==> config.mk <==
export PLATFORM = sky130hd
export DESIGN_NAME = rtp_audio_level_extension_parser_flat
export DESIGN_NICKNAME = d
export VERILOG_FILES = /design/src/rtl/ralep_pkg.sv /design/src/rtl/ralep_if.sv /design/src/rtl/rtp_audio_level_extension_parser.sv /design/src/flat_wrapper.sv
export SDC_FILE = /design/constraint.sdc
export NUM_CORES = 1
export LEC_CHECK = 0
export BUFFER_PORTS_ARGS = -buffer_cell sky130_fd_sc_hd__buf_2
export CAP_MARGIN = 20
export CORE_MARGIN = 5
export CORE_UTILIZATION = 50
export CTS_CLUSTER_DIAMETER = 60
export DETAILED_ROUTE_END_ITERATION = 12
export MAX_ROUTING_LAYER = met4
export PLACE_DENSITY = 0.71
export SETUP_SLACK_MARGIN = 0.5
export SYNTH_ARGS = -nofsm -noshare
export SYNTH_HDL_FRONTEND = slang
export SYNTH_SLANG_ARGS = --single-unit
==> constraint.sdc <==
create_clock -name clk -period 6.1 [get_ports clk]
set_clock_uncertainty 0.15 [all_clocks]
set_input_delay 0.61 -clock clk [delete_from_list [all_inputs] [get_ports clk]]
set_output_delay 0.61 -clock clk [all_outputs]
set_load 0.05 [all_outputs]
==> src/rtl/ralep_pkg.sv <==
// ----------------------------------------------------------------------------
// RTP audio level parser - package
// Widths, protocol constants, parse phases and the result record.
// ----------------------------------------------------------------------------
package ralep_pkg;

  // Packet length / byte position width (8..16)
  localparam int LENGTH_BITS = 16;
  localparam int POS_W       = LENGTH_BITS;
  localparam int EXT_W       = 16;
  // compare width: holds position + 1 and extension end + 1
  localparam int CMP_W       = 17;
  // extension end before range check: e0 + 4 + 4 * 16-bit length
  localparam int END_W       = 19;

  localparam logic [POS_W-1:0] POS_MAX        = '1;
  localparam logic [POS_W-1:0] POS_PT         = POS_W'(1);
  localparam logic [POS_W-1:0] POS_SSRC_FIRST = POS_W'(8);
  localparam logic [POS_W-1:0] POS_SSRC_LAST  = POS_W'(11);

  // Configuration port
  localparam int CFG_IDX_W  = 2;
  localparam int CFG_DATA_W = 7;

  // RTP constants
  localparam logic [1:0]  RTP_VERSION      = 2'd2;
  localparam logic [6:0]  MIN_LEN          = 7'd12;
  localparam logic [15:0] ONE_BYTE_PROFILE = 16'hBEDE;
  localparam logic [3:0]  ID_PAD           = 4'd0;
  localparam logic [3:0]  ID_STOP          = 4'd15;

  // Register reset values
  localparam logic [6:0] PT_RESET       = 7'd111;
  localparam logic [3:0] LEVEL_ID_RESET = 4'd1;

  typedef enum logic [2:0] {
    PH_HEAD   = 3'd0,
    PH_CSRC   = 3'd1,
    PH_EXTHDR = 3'd2,
    PH_WALK   = 3'd3,
    PH_LEVEL  = 3'd4,
    PH_IDLE   = 3'd5
  } phase_t;

  typedef enum logic [CFG_IDX_W-1:0] {
    CFG_REWRITE  = 2'd0,
    CFG_PT       = 2'd1,
    CFG_LEVEL_ID = 2'd2
  } cfg_idx_t;

  typedef struct packed {
    logic [7:0]  out_byte;
    logic        out_last;
    logic        ssrc_valid;
    logic [31:0] ssrc_value;
    logic        level_found;
    logic [6:0]  audio_level;
    logic        voice_flag;
  } result_t;

endpackage

==> src/rtl/ralep_if.sv <==
// ----------------------------------------------------------------------------
// RTP audio level parser - channel interfaces
// Packet byte input, per-byte report output and register write channel.
// ----------------------------------------------------------------------------

// Packet bytes in
interface ralep_pkt_if;
  logic        valid;
  logic        ready;
  logic [7:0]  in_byte;
  logic        in_last;
  logic [15:0] packet_length;
  logic        want_voice;

  modport source (output valid, in_byte, in_last, packet_length, want_voice,
                  input ready);
  modport sink   (input valid, in_byte, in_last, packet_length, want_voice,
                  output ready);
endinterface

// Bytes out with end-of-packet report
interface ralep_rep_if;
  logic        valid;
  logic        ready;
  logic [7:0]  out_byte;
  logic        out_last;
  logic        ssrc_valid;
  logic [31:0] ssrc_value;
  logic        level_found;
  logic [6:0]  audio_level;
  logic        voice_flag;

  modport source (output valid, out_byte, out_last, ssrc_valid, ssrc_value,
                  level_found, audio_level, voice_flag, input ready);
  modport sink   (input valid, out_byte, out_last, ssrc_valid, ssrc_value,
                  level_found, audio_level, voice_flag, output ready);
endinterface

// Register writes
interface ralep_cfg_if;
  import ralep_pkg::*;
  logic                  valid;
  logic                  ready;
  logic [CFG_IDX_W-1:0]  index;
  logic [CFG_DATA_W-1:0] data;

  modport source (output valid, index, data, input ready);
  modport sink   (input valid, index, data, output ready);
endinterface

==> src/rtl/rtp_audio_level_extension_parser.sv <==
// ----------------------------------------------------------------------------
// RTP audio level extension parser
// Parses RTP header, SSRC and one-byte header extension on the fly, reports
// the audio level element on the final byte and optionally rewrites its
// voice activity bit. Every byte passes through.
// ----------------------------------------------------------------------------
//
//  channel  | role | request carries
//  ---------+------+------------------------------------------------------
//  pkt      | sink | in_byte, in_last, packet_length, want_voice
//  report   | src  | out_byte, out_last, ssrc/level report (on final byte)
//  cfg      | sink | index, data (rewrite_enable, payload_type_match,
//           |      |              level_ext_id); always ready
//
//  One byte per clock sustained while report keeps up. Parse state and the
//  result are captured at the accepting edge; the result is registered in the
//  output register, or in the skid register while report stalls. The skid
//  register keeps pkt.ready high while only the output register waits; ready
//  drops only while the skid register is full. Synchronous reset clears parse
//  state and both output valid flags and sets the registers to reset values.
module rtp_audio_level_extension_parser (
  input  logic         clk,
  input  logic         rst,
  ralep_pkt_if.sink    pkt,
  ralep_rep_if.source  report,
  ralep_cfg_if.sink    cfg
);
  import ralep_pkg::*;

  // Configuration registers
  logic       rewrite_enable;
  logic [6:0] payload_type_match;
  logic [3:0] level_ext_id;

  // Per-packet parse state
  logic [POS_W-1:0] byte_position;
  logic [POS_W-1:0] pkt_len;
  phase_t           phase, phase_next;
  logic [3:0]       csrc_count, csrc_count_next;
  logic             header_ok, header_ok_next;
  logic [31:0]      ssrc_shift, ssrc_shift_next;
  logic [15:0]      profile_word, profile_word_next;
  logic [EXT_W-1:0] ext_end_position, ext_end_position_next;
  logic [4:0]       element_bytes_left, element_bytes_left_next;
  logic [7:0]       found_level, found_level_next;
  logic             level_seen, level_seen_next;
  logic             ssrc_seen, ssrc_seen_next;

  // Output register and skid stage
  result_t result, out_data, skid_data;
  logic    out_valid, skid_valid;
  logic    pkt_fire;
  logic [7:0] ob;

  // Shared decode
  logic             pos_zero;
  logic [POS_W-1:0] len_cur;
  logic [3:0]       csrc_cur;
  logic [6:0]       e0;
  logic [CMP_W-1:0] pos_inc_c, len_c, e0_c, ext_end_c, room;
  logic [POS_W-1:0] k;
  logic [15:0]      ext_shift;
  logic [END_W-1:0] ext_span;
  logic             ext_ok, hdr_first_ok, elem_overrun, walk_done;
  logic [3:0]       id, elen;

  assign pkt_fire   = pkt.valid && pkt.ready;
  assign pkt.ready  = !skid_valid;
  assign cfg.ready  = 1'b1;

  // Register writes
  always_ff @(posedge clk) begin
    if (rst) begin
      rewrite_enable     <= 1'b0;
      payload_type_match <= PT_RESET;
      level_ext_id       <= LEVEL_ID_RESET;
    end else if (cfg.valid) begin
      unique case (cfg_idx_t'(cfg.index))
        CFG_REWRITE:  rewrite_enable     <= cfg.data[0];
        CFG_PT:       payload_type_match <= cfg.data[6:0];
        CFG_LEVEL_ID: level_ext_id       <= cfg.data[3:0];
        default: ;
      endcase
    end
  end

  // Decode of the current byte against the state
  always_comb begin
    pos_zero  = (byte_position == '0);
    len_cur   = pos_zero ? pkt.packet_length[POS_W-1:0] : pkt_len;
    csrc_cur  = (phase == PH_HEAD && pos_zero) ? pkt.in_byte[3:0] : csrc_count;
    e0        = MIN_LEN + 7'({csrc_cur, 2'b00});
    pos_inc_c = CMP_W'(byte_position) + CMP_W'(1);
    len_c     = CMP_W'(len_cur);
    e0_c      = CMP_W'(e0);
    ext_end_c = CMP_W'(ext_end_position);
    k         = byte_position - POS_W'(e0);
    ext_shift = {ext_end_position[7:0], pkt.in_byte};
    ext_span  = END_W'(e0) + END_W'(4) + END_W'({ext_shift, 2'b00});
    ext_ok    = (profile_word == ONE_BYTE_PROFILE) &&
                (ext_span <= END_W'(len_cur)) && (ext_span > END_W'(pos_inc_c));
    hdr_first_ok = (pkt.in_byte[7:6] == RTP_VERSION) && pkt.in_byte[4] &&
                   (len_c >= CMP_W'(MIN_LEN)) && (e0_c <= len_c);
    id           = pkt.in_byte[7:4];
    elen         = pkt.in_byte[3:0];
    room         = ext_end_c - pos_inc_c;
    elem_overrun = room < CMP_W'({1'b0, elen} + 5'd1);
    walk_done    = pos_inc_c >= ext_end_c;
  end

  // Parse phase: next state
  always_comb begin
    phase_next = phase;
    unique case (phase)
      PH_HEAD: begin
        if (byte_position == POS_SSRC_LAST) begin
          if (header_ok && len_c >= e0_c + CMP_W'(4))
            phase_next = (csrc_count != 4'd0) ? PH_CSRC : PH_EXTHDR;
          else
            phase_next = PH_IDLE;
        end
      end
      PH_CSRC: begin
        if (pos_inc_c >= e0_c) phase_next = PH_EXTHDR;
      end
      PH_EXTHDR: begin
        if (k >= POS_W'(3)) phase_next = ext_ok ? PH_WALK : PH_IDLE;
      end
      PH_WALK: begin
        if (element_bytes_left == 5'd0 && id == ID_STOP)
          phase_next = PH_IDLE;
        else if (element_bytes_left == 5'd0 && id != ID_PAD && elem_overrun)
          phase_next = PH_IDLE;
        else if (element_bytes_left == 5'd0 && id != ID_PAD && id == level_ext_id)
          phase_next = PH_LEVEL;
        else if (walk_done)
          phase_next = PH_IDLE;
      end
      PH_LEVEL: phase_next = PH_IDLE;
      PH_IDLE:  phase_next = PH_IDLE;
      default:  phase_next = PH_IDLE;
    endcase
  end

  // Parse phase: field updates and byte rewrite
  always_comb begin
    csrc_count_next         = csrc_count;
    header_ok_next          = header_ok;
    ssrc_shift_next         = ssrc_shift;
    profile_word_next       = profile_word;
    ext_end_position_next   = ext_end_position;
    element_bytes_left_next = element_bytes_left;
    found_level_next        = found_level;
    level_seen_next         = level_seen;
    ssrc_seen_next          = ssrc_seen;
    ob                      = pkt.in_byte;
    unique case (phase)
      PH_HEAD: begin
        if (pos_zero) begin
          csrc_count_next = pkt.in_byte[3:0];
          header_ok_next  = hdr_first_ok;
        end
        if (byte_position == POS_PT && pkt.in_byte[6:0] != payload_type_match)
          header_ok_next = 1'b0;
        if (byte_position >= POS_SSRC_FIRST)
          ssrc_shift_next = {ssrc_shift[23:0], pkt.in_byte};
        if (byte_position == POS_SSRC_LAST)
          ssrc_seen_next = (len_c >= CMP_W'(MIN_LEN));
      end
      PH_EXTHDR: begin
        if (k < POS_W'(2)) begin
          profile_word_next = {profile_word[7:0], pkt.in_byte};
        end else begin
          ext_end_position_next = ext_shift;
          if (k >= POS_W'(3) && ext_ok) ext_end_position_next = EXT_W'(ext_span);
        end
      end
      PH_WALK: begin
        if (element_bytes_left != 5'd0)
          element_bytes_left_next = element_bytes_left - 5'd1;
        else if (id != ID_STOP && id != ID_PAD && !elem_overrun && id != level_ext_id)
          element_bytes_left_next = {1'b0, elen} + 5'd1;
      end
      PH_LEVEL: begin
        found_level_next = pkt.in_byte;
        level_seen_next  = 1'b1;
        if (rewrite_enable) ob = {pkt.want_voice, pkt.in_byte[6:0]};
      end
      default: ;
    endcase
  end

  // Result record; report only on the final byte
  always_comb begin
    result.out_byte    = ob;
    result.out_last    = pkt.in_last;
    result.ssrc_valid  = pkt.in_last && ssrc_seen_next;
    result.ssrc_value  = (pkt.in_last && ssrc_seen_next) ? ssrc_shift_next : 32'd0;
    result.level_found = pkt.in_last && level_seen_next;
    result.audio_level = (pkt.in_last && level_seen_next) ? found_level_next[6:0] : 7'd0;
    result.voice_flag  = pkt.in_last && level_seen_next && found_level_next[7];
  end

  // Parse state registers; everything clears after the final byte
  always_ff @(posedge clk) begin
    if (rst || (pkt_fire && pkt.in_last)) begin
      byte_position      <= '0;
      pkt_len            <= '0;
      phase              <= PH_HEAD;
      csrc_count         <= 4'd0;
      header_ok          <= 1'b0;
      ssrc_shift         <= 32'd0;
      profile_word       <= 16'd0;
      ext_end_position   <= '0;
      element_bytes_left <= 5'd0;
      found_level        <= 8'd0;
      level_seen         <= 1'b0;
      ssrc_seen          <= 1'b0;
    end else if (pkt_fire) begin
      if (byte_position != POS_MAX) byte_position <= byte_position + POS_W'(1);
      pkt_len            <= len_cur;
      phase              <= phase_next;
      csrc_count         <= csrc_count_next;
      header_ok          <= header_ok_next;
      ssrc_shift         <= ssrc_shift_next;
      profile_word       <= profile_word_next;
      ext_end_position   <= ext_end_position_next;
      element_bytes_left <= element_bytes_left_next;
      found_level        <= found_level_next;
      level_seen         <= level_seen_next;
      ssrc_seen          <= ssrc_seen_next;
    end
  end

  // Output register and skid: valid flags
  always_ff @(posedge clk) begin
    if (rst) begin
      out_valid  <= 1'b0;
      skid_valid <= 1'b0;
    end else if (!out_valid || report.ready) begin
      if (skid_valid) begin
        out_valid  <= 1'b1;
        skid_valid <= 1'b0;
      end else begin
        out_valid <= pkt_fire;
      end
    end else if (pkt_fire) begin
      skid_valid <= 1'b1;
    end
  end

  // Output register and skid: payload
  always_ff @(posedge clk) begin
    if (!out_valid || report.ready) begin
      if (skid_valid)    out_data <= skid_data;
      else if (pkt_fire) out_data <= result;
    end else if (pkt_fire) begin
      skid_data <= result;
    end
  end

  assign report.valid       = out_valid;
  assign report.out_byte    = out_data.out_byte;
  assign report.out_last    = out_data.out_last;
  assign report.ssrc_valid  = out_data.ssrc_valid;
  assign report.ssrc_value  = out_data.ssrc_value;
  assign report.level_found = out_data.level_found;
  assign report.audio_level = out_data.audio_level;
  assign report.voice_flag  = out_data.voice_flag;

endmodule

==> src/flat_wrapper.sv <==
// flat-port wrapper written by rule: the top's interface ports become plain ports
module rtp_audio_level_extension_parser_flat import ralep_pkg::*;
  (clk, rst, pkt_valid, pkt_in_byte, pkt_in_last, pkt_packet_length, pkt_want_voice, pkt_ready, report_valid, report_out_byte, report_out_last, report_ssrc_valid, report_ssrc_value, report_level_found, report_audio_level, report_voice_flag, report_ready, cfg_valid, cfg_index, cfg_data, cfg_ready);
  ralep_pkt_if pkt_i ();
  ralep_rep_if report_i ();
  ralep_cfg_if cfg_i ();
  input  logic clk;
  input  logic rst;
  input wire logic [$bits(pkt_i.valid)-1:0] pkt_valid;
  input wire logic [$bits(pkt_i.in_byte)-1:0] pkt_in_byte;
  input wire logic [$bits(pkt_i.in_last)-1:0] pkt_in_last;
  input wire logic [$bits(pkt_i.packet_length)-1:0] pkt_packet_length;
  input wire logic [$bits(pkt_i.want_voice)-1:0] pkt_want_voice;
  output wire logic [$bits(pkt_i.ready)-1:0] pkt_ready;
  output wire logic [$bits(report_i.valid)-1:0] report_valid;
  output wire logic [$bits(report_i.out_byte)-1:0] report_out_byte;
  output wire logic [$bits(report_i.out_last)-1:0] report_out_last;
  output wire logic [$bits(report_i.ssrc_valid)-1:0] report_ssrc_valid;
  output wire logic [$bits(report_i.ssrc_value)-1:0] report_ssrc_value;
  output wire logic [$bits(report_i.level_found)-1:0] report_level_found;
  output wire logic [$bits(report_i.audio_level)-1:0] report_audio_level;
  output wire logic [$bits(report_i.voice_flag)-1:0] report_voice_flag;
  input wire logic [$bits(report_i.ready)-1:0] report_ready;
  input wire logic [$bits(cfg_i.valid)-1:0] cfg_valid;
  input wire logic [$bits(cfg_i.index)-1:0] cfg_index;
  input wire logic [$bits(cfg_i.data)-1:0] cfg_data;
  output wire logic [$bits(cfg_i.ready)-1:0] cfg_ready;
  assign pkt_i.valid = pkt_valid;
  assign pkt_i.in_byte = pkt_in_byte;
  assign pkt_i.in_last = pkt_in_last;
  assign pkt_i.packet_length = pkt_packet_length;
  assign pkt_i.want_voice = pkt_want_voice;
  assign pkt_ready = pkt_i.ready;
  assign report_valid = report_i.valid;
  assign report_out_byte = report_i.out_byte;
  assign report_out_last = report_i.out_last;
  assign report_ssrc_valid = report_i.ssrc_valid;
  assign report_ssrc_value = report_i.ssrc_value;
  assign report_level_found = report_i.level_found;
  assign report_audio_level = report_i.audio_level;
  assign report_voice_flag = report_i.voice_flag;
  assign report_i.ready = report_ready;
  assign cfg_i.valid = cfg_valid;
  assign cfg_i.index = cfg_index;
  assign cfg_i.data = cfg_data;
  assign cfg_ready = cfg_i.ready;
  rtp_audio_level_extension_parser u_core (.clk(clk), .rst(rst), .pkt(pkt_i), .report(report_i), .cfg(cfg_i));
endmodule
Word-level counts from Yosys, hierarchy flattened
Cells that the tools add are included.
{"block": "classes", "addsub": 11, "magnitude_cmp": 11, "eq_ne": 20, "n_mux": 31, "bitwise": 2, "n_reduce_logical": 49}
{"op": "2-to-1 mux 51 bit", "n": 2}
{"op": "2-to-1 mux 32 bit", "n": 3}
{"op": ">= comparator 16 x 4 -> 1 bit, second input constant", "n": 2}
{"op": "2-to-1 mux 16 bit", "n": 2}
{"op": "2-to-1 mux 3 bit", "n": 9}
{"op": "2-to-1 mux 8 bit", "n": 3}
{"op": "logical AND 1 bit", "n": 21}
{"op": "adder 19 x 18 -> 19 bit", "n": 1}
{"op": "> comparator 19 x 17 -> 1 bit", "n": 1}
{"op": "<= comparator 19 x 16 -> 1 bit", "n": 1}
{"op": "adder 16 x 1 -> 17 bit, second input constant", "n": 1}
{"op": ">= comparator 16 x 17 -> 1 bit", "n": 1}
{"op": ">= comparator 17 x 16 -> 1 bit", "n": 1}
{"op": ">= comparator 17 x 7 -> 1 bit", "n": 1}
{"op": "< comparator 17 bit", "n": 1}
{"op": "subtractor 16 x 17 -> 17 bit", "n": 1}
{"op": "adder 16 x 1 -> 16 bit, second input constant", "n": 1}
{"op": "adder 7 x 3 -> 8 bit, second input constant", "n": 2}
{"op": "== test 16 x 1 -> 1 bit, second input constant", "n": 1}
{"op": "== test 16 bit, second input constant", "n": 1}
{"op": "== test 16 x 4 -> 1 bit, second input constant", "n": 1}
{"op": ">= comparator 16 x 2 -> 1 bit, second input constant", "n": 1}
{"op": "<= comparator 7 x 16 -> 1 bit", "n": 1}
{"op": "logical NOT 16 bit", "n": 1}
{"op": "other kinds (38)", "n": 64}
{"block": "totals", "reg_bits": 235, "input_bits": 40, "out_inout_bits": 54, "word_cells": 155}

Depth between registers and ports, before layout
Gate-level depths: netlist of run 1.
{"block": "logic_depth", "depth_word": 12, "mapped_depth": 35, "ltp_nobuf": 31}

Least setup slack after synthesis of run 1
OpenSTA, ideal clock, no wires.
{"block": "synth_timing", "kind": "reg2reg", "startpoint": "register u_core.byte_position[0]", "endpoint": "register u_core.ext_end_position[12]", "setup_ps": 121, "t_arrival_ps": 5940, "required_ps": 5829, "slack_ps": -111, "path_stages_with_launch": 35, "n_path_buf": 4, "synth_period_minus_slack_ps": 6211, "path_cell_list": "dfxtp_1 > inv_1 > ha_1 > nor3b_2 > and4_1 > buf_4 > buf_2 > nand2_1 > nand2_1 > nand2_1 > inv_1 > ha_1 > nor3_1 > xnor2_1 > ha_1 > o21ai_0 > a21boi_0 > nor2_1 > nor2_1 > nor2_1 > nor4_1 > xor2_1 > ha_1 > a21oi_1 > nor2b_1 > o21ai_0 > nand2b_1 > a221oi_1 > o211ai_1 > a21oi_1 > and2_1 > buf_2 > buf_6 > mux2i_1 > o2bb2ai_1"}
{"block": "synth_via", "word_cells_on_any_way": 19, "cone_classes": "5 x add/sub; 4 x order compare; 3 x mux; 1 x bitwise; 6 x reduce/logical"}
{"element": "from (decl)", "line_no": "rtp_audio_level_extension_parser.sv:36", "rtl": "logic [POS_W-1:0] byte_position;"}
{"element": "from (signal assigned)", "line_no": "rtp_audio_level_extension_parser.sv:220", "rtl": "if (byte_position != POS_MAX) byte_position <= byte_position + POS_W'(1);"}
{"element": "adder 16 x 1 -> 17 bit", "line_no": "rtp_audio_level_extension_parser.sv:93", "rtl": "pos_inc_c = CMP_W'(byte_position) + CMP_W'(1);"}
{"element": "named net u_core.pos_inc_c[0]", "line_no": "rtp_audio_level_extension_parser.sv:60", "rtl": "logic [CMP_W-1:0] pos_inc_c, len_c, e0_c, ext_end_c, room;"}
{"element": "> comparator 19 x 17 -> 1 bit", "line_no": "rtp_audio_level_extension_parser.sv:101", "rtl": "(ext_span <= END_W'(len_cur)) && (ext_span > END_W'(pos_inc_c));"}
{"element": "logical AND 1 bit", "line_no": "rtp_audio_level_extension_parser.sv:101"}
{"element": "logical AND 1 bit", "line_no": "rtp_audio_level_extension_parser.sv:175", "rtl": "if (k >= POS_W'(3) && ext_ok) ext_end_position_next = EXT_W'(ext_span);"}
{"element": "2-to-1 mux 16 bit", "line_no": "rtp_audio_level_extension_parser.sv:175"}
{"element": "to (signal assigned)", "line_no": "rtp_audio_level_extension_parser.sv:227", "rtl": "ext_end_position <= ext_end_position_next;"}
{"element": "to (decl)", "line_no": "rtp_audio_level_extension_parser.sv:43", "rtl": "logic [EXT_W-1:0] ext_end_position, ext_end_position_next;"}
The timed path passes the listed nets, and every way through them passes these cells.
A chain may end at the register's enable or synchronous reset.

Final worst setup path of run 1
{"block": "layout_timing", "startpoint": "register u_core.byte_position[12]", "endpoint": "register u_core.ext_end_position[3]"}
{"block": "layout_via", "elab_chain_cells": 11, "word_cells_on_any_way": 19, "cone_classes": "5 x add/sub; 4 x order compare; 3 x mux; 1 x bitwise; 6 x reduce/logical"}
{"element": "logical NOT 16 bit", "line_no": "rtp_audio_level_extension_parser.sv:89", "rtl": "pos_zero = (byte_position == '0);"}
{"element": "logical AND 1 bit", "line_no": "rtp_audio_level_extension_parser.sv:91", "rtl": "csrc_cur = (phase == PH_HEAD && pos_zero) ? pkt.in_byte[3:0] : csrc_count;"}
{"element": "2-to-1 mux 4 bit", "line_no": "rtp_audio_level_extension_parser.sv:91"}
{"element": "adder 4 x 6 -> 7 bit", "line_no": "rtp_audio_level_extension_parser.sv:92", "rtl": "e0 = MIN_LEN + 7'({csrc_cur, 2'b00});"}
{"element": "adder 7 x 3 -> 8 bit", "line_no": "rtp_audio_level_extension_parser.sv:99", "rtl": "ext_span = END_W'(e0) + END_W'(4) + END_W'({ext_shift, 2'b00});"}
{"element": "adder 19 x 18 -> 19 bit", "line_no": "rtp_audio_level_extension_parser.sv:99"}
{"element": "<= comparator 19 x 16 -> 1 bit", "line_no": "rtp_audio_level_extension_parser.sv:101"}
{"element": "logical AND 1 bit", "line_no": "rtp_audio_level_extension_parser.sv:100", "rtl": "ext_ok = (profile_word == ONE_BYTE_PROFILE) &&"}
{"element": "logical AND 1 bit", "line_no": "rtp_audio_level_extension_parser.sv:101"}
{"element": "logical AND 1 bit", "line_no": "rtp_audio_level_extension_parser.sv:175"}
{"element": "2-to-1 mux 16 bit", "line_no": "rtp_audio_level_extension_parser.sv:175"}
Several ways; a longest one is shown, not always the timed one.

==> impl_metrics.sql, run 1 <==
INSERT INTO impl_metrics (metric_group, metric, value, unit) VALUES
('synthesis', 'netlist_instances', '1478', ''),
('finish', 'layout.core_utilization', '0.587', ''),
('synthesis', 'synthArstFlopShare', '0', ''),
('finish', 'fill_cells', '2264', ''),
('place', 'place.gp.congestion', '0.965', ''),
('finish', 'syn2layout_area_growth', '16.4', '%'),
('finish', 'nNetsFinal', '1702', ''),
('floorplanning', 'die-area', '30400', 'sq um'),
('cts', 'cell_at_the_root_of_the_clock_tree', 'sky130_fd_sc_hd__clkbuf_16', ''),
('place', 'io_buffers', '92', ''),
('floorplanning', 'design.portCount', '94', ''),
('synthesis', 'synth-main-ff-cell', 'sky130_fd_sc_hd__dfxtp_1', ''),
('drt', 'drt_wl_total', '38.0', 'mm'),
('drt', 'route.detailed.vias_per_inst', '5.95', ''),
('critical_path', 'worst-endpoint-required', '6.36', 'ns'),
('timing', 'timing.final.hold_violations', '0', ''),
('place', 'placed_cells', '1861', ''),
('critical_path', 'crit_path_max_delay_family', 'simple AND/OR/NAND/NOR gates', ''),
('cts', 'htree_num_levels', '1', ''),
('status', 'result_of_the_run', 'finished, final reports clean', ''),
('finish', 'drive_gt1_frac', '0.200', ''),
('synthesis', 'synth-edff-count', '102', ''),
('critical_path', 'cp_data_arrival_time', '5.92', 'ns'),
('timing', 'setup_ws', '0.441', 'ns'),
('critical_path', 'cp.depth', '27', ''),
('min_path', 'worst_hold_path_type', 'input pin to flip-flop', ''),
('drt', 'drt_pass1_iterations', '5', ''),
('power', 'p_leak', '6.05', 'nW'),
('critical_path', 'worst_setup_path_start_kind', 'flip-flop', ''),
('finish', 'seqCellArea', '5740', 'sq um'),
('synthesis', 'synth.avg_cell_area', '9.14', 'sq um'),
('drt', 'detailroute.via_count', '11500', ''),
('place', 'pre_cts_ws', '0.0826', 'ns'),
('cts', 'clockBufferDepth', '3', ''),
('timing', 'rsz_0062_raised_after_global_routing', 'true', ''),
('drt', 'drt.antenna.violating_nets', '0', ''),
('drt', 'routed_wire_length_per_instance', '19.6', 'um'),
('critical_path', 'critical_path_buf_inv_count', '5', ''),
('drt', 'drc', '0', ''),
('synthesis', 'ranking_of_synthesized_cells_by_area', 'sky130_fd_sc_hd__edfxtp_1 23%, sky130_fd_sc_hd__dfxtp_1 20%, sky130_fd_sc_hd__ha_1 7.5%', ''),
('synthesis', 'synthMostInstantiatedCell', 'sky130_fd_sc_hd__nand2_1', ''),
('synthesis', 'synthesis.area', '13500', 'sq um'),
('finish', 'fin_cells', '1940', ''),
('synthesis', 'ys_types', '76', ''),
('cts', 'clk_transition_reported_paths', '0.07', 'ns'),
('critical_path', 'number_of_cells_traversed_by_the_worst_register_to_register_path', '27', ''),
('global_routing', 'wire_length_of_the_first_global_routing_pass', '58.8', 'mm'),
('critical_path', 'critPathCaptureType', 'flip-flop', ''),
('power', 'ir_drop', '205', 'uV'),
('global_routing', 'number_of_global_route_vias_before_repair', '10700', ''),
('floorplanning', 'rows', '60', ''),
('synthesis', 'synth_top_cell_area_share', '0.227', ''),
('min_path', 'hold_depth', '3', ''),
('cts', 'tritoncts', 'done', ''),
('critical_path', 'worst_r2r_setup_slack', '0.44', 'ns'),
('critical_path', 'path_common_cell', 'sky130_fd_sc_hd__buf_4', ''),
('synthesis', 'synth-seq-area-share', '0.424', ''),
('place', 'dpl.hpwl', '26.5', 'mm'),
('timing', 'timing.max_slew.rel_slack', '0.454', ''),
('timing', 'fin_crit_sh', '0.928', ''),
('cts', 'cts_num_sinks', '235', ''),
('global_routing', 'grt_start_max_net_pins', '103', ''),
('drt', 'first_iter_violations', '1120', ''),
('global_routing', 'globalRoute.totalOverflow', '0', ''),
('timing', 'fmaxAchievable', '0.177', 'GHz'),
('finish', 'multi_input_area', '7600', 'sq um'),
('timing', 'setup_viol', '0', ''),
('floorplanning', 'floorplan.initialDensity', '0.504', ''),
('floorplanning', 'die_width', '174', 'um'),
('floorplanning', 'chipHeight', '174', 'um'),
('cts', 'cts_inserted_buffers', '26', '');
## area by class of cell
cell class | instances | area share
diodes | 1 | 0.000159
clock buffers | 35 | 0.0448
clock inverters | 13 | 0.00533
inverters | 45 | 0.0109
multi-input cells | 1116 | 0.484
flip-flops and latches | 235 | 0.365
well taps | 341 | 0.0271
repair buffers | 154 | 0.0631
## cells in the final DEF, fill, tap and decap left out, types with 29 or more instances in the layout
master,count
sky130_fd_sc_hd__o21ai_0,61
sky130_fd_sc_hd__inv_1,41
sky130_fd_sc_hd__buf_4,57
sky130_fd_sc_hd__ha_1,74
sky130_fd_sc_hd__mux2i_1,40
sky130_fd_sc_hd__mux2_2,50
sky130_fd_sc_hd__nor2_1,87
sky130_fd_sc_hd__dfxtp_1,129
sky130_fd_sc_hd__xnor2_1,29
sky130_fd_sc_hd__nand2_1,256
sky130_fd_sc_hd__buf_2,92
sky130_fd_sc_hd__edfxtp_1,102
sky130_fd_sc_hd__a21oi_1,146
## final timing paths
check,from,end
max,u_core.byte_position[12],u_core.ext_end_position[3]
min,cfg_data[5],u_core.payload_type_match[5]
max reg2reg,u_core.byte_position[12],u_core.ext_end_position[3]
min reg2reg,u_core.profile_word[6],u_core.profile_word[14]
## worst reg2reg max path, delay by kind of cell, from the launching register on
| kind | cells | cell delay (ns) |
|---|---|---|
| muxes | 1 | 0.20 |
| buffers and inverters | 5 | 0.70 |
| AOI/OAI and AO/OA | 9 | 1.40 |
| DFF | 1 | 0.37 |
| xor gates and xnor gates | 2 | 0.33 |
| adders and majority gates | 2 | 0.58 |
| and+or+nand+nor | 8 | 1.81 |
## sequential cells by signal, summed over array words and instances (netlist names), 3 cells and up
| name | cells |
|---|---|
| u_core.profile_word | 16 |
| u_core.ssrc_shift | 32 |
| u_core.report.ssrc_value | 32 |
| u_core.element_bytes_left | 5 |
| u_core.pkt_len | 16 |
| u_core.csrc_count | 4 |
| u_core.level_ext_id | 4 |
| u_core.found_level | 8 |
| u_core.report.audio_level | 7 |
| u_core.report.out_byte | 8 |
| u_core.payload_type_match | 7 |
| u_core.skid_data | 51 |
| u_core.byte_position | 16 |
| u_core.phase | 3 |
| u_core.ext_end_position | 16 |
## through the flow
| step | instance area [sq um] | hold WS, ns |
|---|---|---|
| global placement | 14400 | 0.292 |
| finish | 15700 | 0.148 |
| detailed placement | 14400 | 0.298 |
| floorplan | 13600 | 0.286 |
| global route | 15700 | 0.163 |
| CTS | 15300 | 0.135 |
## kinds of logic after synthesis
family	Yosys count	synth area share
AOI/OAI and AO/OA	347	0.157
other	2	0.000556
and+or+nand+nor	533	0.190
muxes	91	0.0721
adders and majority gates	85	0.0802
buffers and inverters	129	0.0399
xor gates and xnor gates	56	0.0363
DFF	235	0.424
## timing repair
item                       4_1_cts  5_1_grt
cloned                           0        2
buffers inserted                 5       21
pin swaps                        2       41
setup endpoints to repair       18       18
hold endpoints to repair         0        0
resized for setup               16       47
## report_power, final
| part | internal [mW] | leakage, nW | switching, mW |
|---|---|---|---|
| sequential | 1.68 | 2.07 | 0.0224 |
| clock | 0.814 | 0.383 | 0.637 |
| combinational | 0.308 | 3.59 | 0.505 |
| total | 2.80 | 6.05 | 1.16 |
## per-layer routing
layer,GRT usage,up-vias,routed length (um)
met5,-,-,0
met4,0.0587,0,887
met3,0.0391,76,2830
met2,0.358,435,16800
met1,0.348,5513,17500
li1,-,5517,-
No activity file was read; power rests on OpenSTA's default activity.
==> run 2, diff against run 1 <==
--- a/config.mk
+++ b/config.mk
@@ -13,6 +13,7 @@
 export DETAILED_ROUTE_END_ITERATION = 12
 export MAX_ROUTING_LAYER = met4
 export PLACE_DENSITY = 0.71
+export REMOVE_ABC_BUFFERS = 1
 export SETUP_SLACK_MARGIN = 0.5
 export SYNTH_ARGS = -nofsm -noshare
 export SYNTH_HDL_FRONTEND = slang
==> impl_metrics.sql, run 2 (synthesized netlist as in run 1, its figures left out) <==
INSERT INTO impl_metrics (metric_group, metric, value, unit) VALUES
('cts', 'htree_num_levels', '1', ''),
('place', 'io_buffers', '92', ''),
('drt', 'wl_met2', '17.1', 'mm'),
('power', 'ir_drop', '214', 'uV'),
('drt', 'drt_wl_total', '37.3', 'mm'),
('floorplanning', 'die-area', '30400', 'sq um'),
('finish', 'multi_input_area', '7600', 'sq um'),
('timing', 'hold_slack', '0.130', 'ns'),
('timing', 'timing.final.hold_violations', '0', ''),
('drt', 'drt_pass1_iterations', '7', ''),
('drt', 'first_iter_violations', '1107', ''),
('critical_path', 'cp_data_arrival_time', '6.09', 'ns'),
('finish', 'fin_cells', '1940', ''),
('place', 'dpl.hpwl', '25.6', 'mm'),
('place', 'pre_cts_ws', '-0.0711', 'ns'),
('power', 'post-layout-total-power', '4.12', 'mW'),
('floorplanning', 'chipHeight', '174', 'um'),
('timing', 'rsz_0062_raised_after_global_routing', 'true', ''),
('drt', 'met1Wirelength', '16.3', 'mm'),
('cts', 'clk_transition_reported_paths', '0.06', 'ns'),
('run', 'maxCapViolations', '0', ''),
('drt', 'wl_met3', '2.90', 'mm'),
('timing', 'final-max-slew-violation-count', '0', ''),
('timing', 'worst_pin_slew', '0.808', 'ns'),
('cts', 'cell_at_the_root_of_the_clock_tree', 'sky130_fd_sc_hd__clkbuf_16', ''),
('global_routing', 'wire_length_of_the_first_global_routing_pass', '57.7', 'mm'),
('global_routing', 'antenna_found_initial', '0', ''),
('cts', 'cts_inserted_buffers', '27', ''),
('finish', 'fill_cells', '2253', ''),
('finish', 'largest_register', 'u_core.skid_data', ''),
('critical_path', 'worst-path-max-fanout', '8', ''),
('timing', 'timing.max_slew.rel_slack', '0.447', ''),
('global_routing', 'grt.total_usage', '0.237', ''),
('cts', 'clock_latency', '0.55', 'ns'),
('critical_path', 'critPathSlowestCell', 'sky130_fd_sc_hd__xnor2_1', ''),
('critical_path', 'critPathKind', 'flip-flop to flip-flop', ''),
('critical_path', 'worst-endpoint-required', '6.38', 'ns'),
('floorplanning', 'design.portCount', '94', ''),
('cts', 'tritoncts', 'done', ''),
('power', 'p_leak', '6.11', 'nW'),
('timing', 'setup_total_negative_slack', '0', 'ns'),
('timing', 'fmaxAchievable', '0.172', 'GHz'),
('floorplanning', 'core_area', '26800', 'sq um'),
('floorplanning', 'rows', '60', ''),
('finish', 'layout_commonest_cell', 'sky130_fd_sc_hd__nand2_1', ''),
('global_routing', 'globalRoute.totalOverflow', '0', ''),
('timing', 'setup_ws', '0.285', 'ns'),
('finish', 'layout_common_cells', '255 x sky130_fd_sc_hd__nand2_1, 146 x sky130_fd_sc_hd__a21oi_1, 129 x sky130_fd_sc_hd__dfxtp_1, 102 x sky130_fd_sc_hd__edfxtp_1, 92 x sky130_fd_sc_hd__buf_2', ''),
('critical_path', 'path_common_cell', 'sky130_fd_sc_hd__a21oi_2', ''),
('timing', 'final_period_minus_worst_setup_slack', '5.82', 'ns'),
('drt', 'drt.antenna.violating_nets', '0', ''),
('critical_path', 'critical_path_buf_inv_count', '2', ''),
('timing', 'fin_crit_sh', '0.953', ''),
('place', 'post_dp_cell_area', '14400', 'sq um'),
('finish', 'syn2layout_area_growth', '17.2', '%'),
('global_routing', 'number_of_global_route_vias_before_repair', '10800', ''),
('cts', 'cts_num_sinks', '235', ''),
('drt', 'routed_wire_length_per_instance', '19.3', 'um'),
('drt', 'topRoutingLayerUsed', 'met4', ''),
('finish', 'final_design_area_no_fill', '15800', 'sq um'),
('critical_path', 'critPathCaptureType', 'flip-flop', ''),
('power', 'power_density', '260', 'nW/um^2'),
('critical_path', 'worst_path_largest_cell_delay', '0.54', 'ns'),
('place', 'place.gp.congestion', '0.965', ''),
('critical_path', 'worst_setup_path_start_kind', 'flip-flop', ''),
('finish', 'drive_gt1_frac', '0.201', ''),
('min_path', 'worst_hold_path_type', 'input pin to flip-flop', ''),
('finish', 'n_antenna_cell', '0', ''),
('critical_path', 'crit_path_max_delay_family', 'simple AND/OR/NAND/NOR gates', ''),
('finish', 'layout.core_utilization', '0.591', ''),
('finish', 'largest_register_ffs', '51', ''),
('drt', 'route.detailed.vias_per_inst', '5.95', ''),
('floorplanning', 'die_width', '174', 'um'),
('place', 'placed_cells', '1872', ''),
('status', 'result_of_the_run', 'finished, final reports clean', ''),
('finish', 'seqCellArea', '5730', 'sq um'),
('timing', 'setup_viol', '0', ''),
('drt', 'detailroute.via_count', '11500', ''),
('finish', 'nNetsFinal', '1702', ''),
('cts', 'clockBufferDepth', '3', ''),
('floorplanning', 'floorplan.initialDensity', '0.504', ''),
('cts', 'post_cts_hold_buffer_count', '0', ''),
('drt', 'drc', '0', ''),
('global_routing', 'grt_start_max_net_pins', '103', '');
==> run 2: cell count changes in the layout (fill, tap and decap cells not counted), sizes merged <==
| cell | previous run | this run |
|---|---|---|
| clkinv | 11 | 4 |
| inv | 46 | 50 |
| clkbuf | 36 | 39 |
| bufinv | 0 | 2 |
| diode | 1 | 0 |
| nand2 | 260 | 259 |
==> run 2: layout make-up <==
type	count	area share
inverters	45	0.0107
clock buffers	38	0.0465
repair buffers	154	0.0646
flip-flops and latches	235	0.362
multi-input cells	1115	0.480
well taps	341	0.0269
clock inverters	12	0.00956
==> run 2: power breakdown <==
group / switching (mW) / internal (mW) / total [mW]
Clock: 0.679 / 0.945 / 1.62
Sequential: 0.0220 / 1.68 / 1.70
Combinational: 0.498 / 0.290 / 0.788
==> run 2: worst min-delay path: stages <==
cell and delay (ns):
sky130_fd_sc_hd__buf_2 0.07, sky130_fd_sc_hd__nand2_1 0.04, sky130_fd_sc_hd__nand3b_1 0.07
==> run 2: timing repair <==
action                                  in CTS  in global routing
setup buffers                                3                 12
endpoints found under the setup margin      18                 23
pin swaps                                    6                 39
gates resized for setup                     22                 57
gates cloned                                 0                  1
==> run 2: final timing paths <==
path                            depth (start not counted)  slack [ns]                           end               startpoint
worst max-delay path                                   25        0.28    u_core.ext_end_position[2]  u_core.byte_position[6]
worst max register to register                         25        0.28    u_core.ext_end_position[2]  u_core.byte_position[6]
worst min register to register                          2        0.31         u_core.ssrc_shift[28]    u_core.ssrc_shift[28]
worst min-delay path                                    3        0.13  u_core.payload_type_match[5]              cfg_data[5]
==> run 2: per-layer routing <==
metal  up-vias  global-route usage
met5         -                   -
met4         0              0.0663
met3        80              0.0526
met2       428               0.362
met1      5502               0.319
li1       5531                   -
==> run 3, diff against run 2 <==
--- a/config.mk
+++ b/config.mk
@@ -7,12 +7,14 @@
 export LEC_CHECK = 0
 export BUFFER_PORTS_ARGS = -buffer_cell sky130_fd_sc_hd__buf_2
 export CAP_MARGIN = 20
+export CELL_PAD_IN_SITES_DETAIL_PLACEMENT = 2
+export CELL_PAD_IN_SITES_GLOBAL_PLACEMENT = 2
 export CORE_MARGIN = 5
-export CORE_UTILIZATION = 50
+export CORE_UTILIZATION = 39
 export CTS_CLUSTER_DIAMETER = 60
 export DETAILED_ROUTE_END_ITERATION = 12
 export MAX_ROUTING_LAYER = met4
-export PLACE_DENSITY = 0.71
+export PLACE_DENSITY_LB_ADDON = 0.1
 export REMOVE_ABC_BUFFERS = 1
 export SETUP_SLACK_MARGIN = 0.5
 export SYNTH_ARGS = -nofsm -noshare
==> constraint.sdc (replaced) <==
create_clock -name clk -period 5.9 [get_ports clk]
set_clock_uncertainty 0.15 [all_clocks]
set_input_delay 0.59 -clock clk [delete_from_list [all_inputs] [get_ports clk]]
set_output_delay 0.59 -clock clk [all_outputs]
set_load 0.05 [all_outputs]
==> impl_metrics.sql, run 3 (synthesized netlist as in run 1, its figures left out) <==
INSERT INTO impl_metrics (metric_group, metric, value, unit) VALUES
('floorplanning', 'design.portCount', '94', ''),
('drt', 'drt.antenna.violating_nets', '0', ''),
('critical_path', 'crit_path_max_delay_family', 'simple AND/OR/NAND/NOR gates', ''),
('drt', 'drt_pass1_iterations', '5', ''),
('drt', 'drc', '0', ''),
('timing', 'fin_crit_sh', '0.973', ''),
('timing', 'rsz_0062_raised_after_global_routing', 'true', ''),
('cts', 'clk_transition_reported_paths', '0.06', 'ns'),
('min_path', 'worst_hold_path_type', 'input pin to flip-flop', ''),
('critical_path', 'worst_path_largest_cell_delay', '0.37', 'ns'),
('critical_path', 'worst-path-max-fanout', '8', ''),
('critical_path', 'cp_data_arrival_time', '6.05', 'ns'),
('timing', 'final_period_minus_worst_setup_slack', '5.74', 'ns'),
('critical_path', 'critPathCaptureType', 'flip-flop', ''),
('critical_path', 'critPathSlowestCell', 'sky130_fd_sc_hd__a221o_1', ''),
('finish', 'drive_gt1_frac', '0.220', ''),
('global_routing', 'wire_length_of_the_first_global_routing_pass', '76.9', 'mm'),
('global_routing', 'grt.total_usage', '0.258', ''),
('cts', 'cell_at_the_root_of_the_clock_tree', 'sky130_fd_sc_hd__clkbuf_16', ''),
('finish', 'layout_commonest_cell', 'sky130_fd_sc_hd__nand2_1', ''),
('finish', 'layout.core_utilization', '0.473', ''),
('cts', 'htree_num_levels', '1', ''),
('finish', 'nNetsFinal', '1730', ''),
('timing', 'final-max-slew-violation-count', '0', ''),
('drt', 'first_iter_violations', '591', ''),
('floorplanning', 'die_width', '196', 'um'),
('finish', 'syn2layout_area_growth', '20.2', '%'),
('cts', 'clockBufferDepth', '3', ''),
('finish', 'largest_register_ffs', '51', ''),
('finish', 'fin_cells', '2087', ''),
('timing', 'worst_pin_slew', '1.08', 'ns'),
('timing', 'timing.max_slew.rel_slack', '0.279', ''),
('finish', 'layout_common_cells', '256 x sky130_fd_sc_hd__nand2_1, 149 x sky130_fd_sc_hd__a21oi_1, 131 x sky130_fd_sc_hd__dfxtp_1, 102 x sky130_fd_sc_hd__edfxtp_1, 92 x sky130_fd_sc_hd__buf_2', ''),
('floorplanning', 'core_area', '34400', 'sq um'),
('power', 'p_leak', '6.30', 'nW'),
('place', 'placed_cells', '2010', ''),
('global_routing', 'grt_start_max_net_pins', '78', ''),
('global_routing', 'globalRoute.totalOverflow', '0', ''),
('floorplanning', 'chipHeight', '196', 'um'),
('place', 'io_buffers', '92', ''),
('cts', 'clock_latency', '0.58', 'ns'),
('global_routing', 'number_of_global_route_vias_before_repair', '13000', ''),
('critical_path', 'worst-endpoint-required', '6.21', 'ns'),
('cts', 'tritoncts', 'done', ''),
('timing', 'setup_viol', '0', ''),
('cts', 'cts_inserted_buffers', '31', ''),
('global_routing', 'antenna_found_initial', '1', ''),
('power', 'power_density', '281', 'nW/um^2'),
('drt', 'drt_wl_total', '50.7', 'mm'),
('drt', 'detailroute.via_count', '12000', ''),
('floorplanning', 'floorplan.initialDensity', '0.393', ''),
('critical_path', 'critical_path_buf_inv_count', '5', ''),
('cts', 'cts_num_sinks', '235', ''),
('floorplanning', 'rows', '68', ''),
('finish', 'largest_register', 'u_core.skid_data', ''),
('critical_path', 'worst_setup_path_start_kind', 'flip-flop', ''),
('power', 'post-layout-total-power', '4.57', 'mW'),
('place', 'dpl.hpwl', '34.5', 'mm'),
('timing', 'fmaxAchievable', '0.174', 'GHz'),
('drt', 'route.detailed.vias_per_inst', '5.77', ''),
('run', 'maxCapViolations', '0', ''),
('cts', 'post_cts_hold_buffer_count', '0', ''),
('status', 'result_of_the_run', 'finished, final reports clean', ''),
('floorplanning', 'die-area', '38500', 'sq um'),
('timing', 'timing.final.hold_violations', '0', ''),
('power', 'ir_drop', '252', 'uV'),
('drt', 'routed_wire_length_per_instance', '24.3', 'um'),
('place', 'place.gp.congestion', '0.875', ''),
('critical_path', 'critPathKind', 'flip-flop to flip-flop', '');
[run 3: report_power, final]
group          internal [mW]  switching, mW  total [mW]
sequential              1.74         0.0251        1.77
combinational          0.336          0.578       0.914
clock                   1.11          0.782        1.89
total                   3.18           1.39        4.57
[run 3: metrics by stage]
stage / cell area (sq um) / hold slack, ns / setup slack, ns / TNS, ns
after CTS: 16000 / 0.0561 / 0.509 / 0
after global placement: 14700 / 0.293 / 0.146 / 0
after floorplan: 13100 / 0.286 / -0.714 / -11.16
after detailed placement: 14700 / 0.302 / -0.151 / -1.68
final: 16200 / 0.0717 / 0.160 / 0
after global routing: 16200 / 0.0638 / -0.0432 / -0.314
[run 3: worst paths after layout]
| path | startpoint | end | slack, ns | cells after the start |
|---|---|---|---|---|
| setup / recovery | u_core.byte_position[1] | u_core.ext_end_position[6] | 0.16 | 32 |
| setup reg to reg | u_core.byte_position[1] | u_core.ext_end_position[6] | 0.16 | 32 |
| hold reg to reg | u_core.ssrc_shift[29] | u_core.ssrc_shift[29] | 0.31 | 2 |
| hold / removal | cfg_data[6] | u_core.payload_type_match[6] | 0.07 | 3 |
[run 3: tightest hold or removal path: cells and delay by family]
kind	cells	cell delay, ns
buffers and inverters	1	0.07
AND/OR/NAND/NOR	2	0.11
[run 3: routing by layer]
| layer | vias to the layer above | part of all wire | track usage |
|---|---|---|---|
| met5 | - | 0 | - |
| met4 | 0 | 0.020 | 0.0522 |
| met3 | 64 | 0.035 | 0.0289 |
| met2 | 203 | 0.50 | 0.442 |
| met1 | 6205 | 0.45 | 0.334 |
| li1 | 5575 | - | - |
[run 3: final cells by class]
class,count,area [sq um]
Sequential cell,235,5730
Fill cell,3721,18100
Tap cell,455,569
Clock inverter,15,169
Clock buffer,43,851
Multi-Input combinational cell,1115,7610
Timing Repair Buffer,178,1140
Antenna cell,1,2.50
Inverter,45,169
[run 3: timing repair]
item / in CTS / in global routing
resized for setup: 45 / 33
pin swaps: 21 / 33
hold endpoints to repair: 0 / 0
setup endpoints to repair: 33 / 33
buffers inserted: 7 / 11
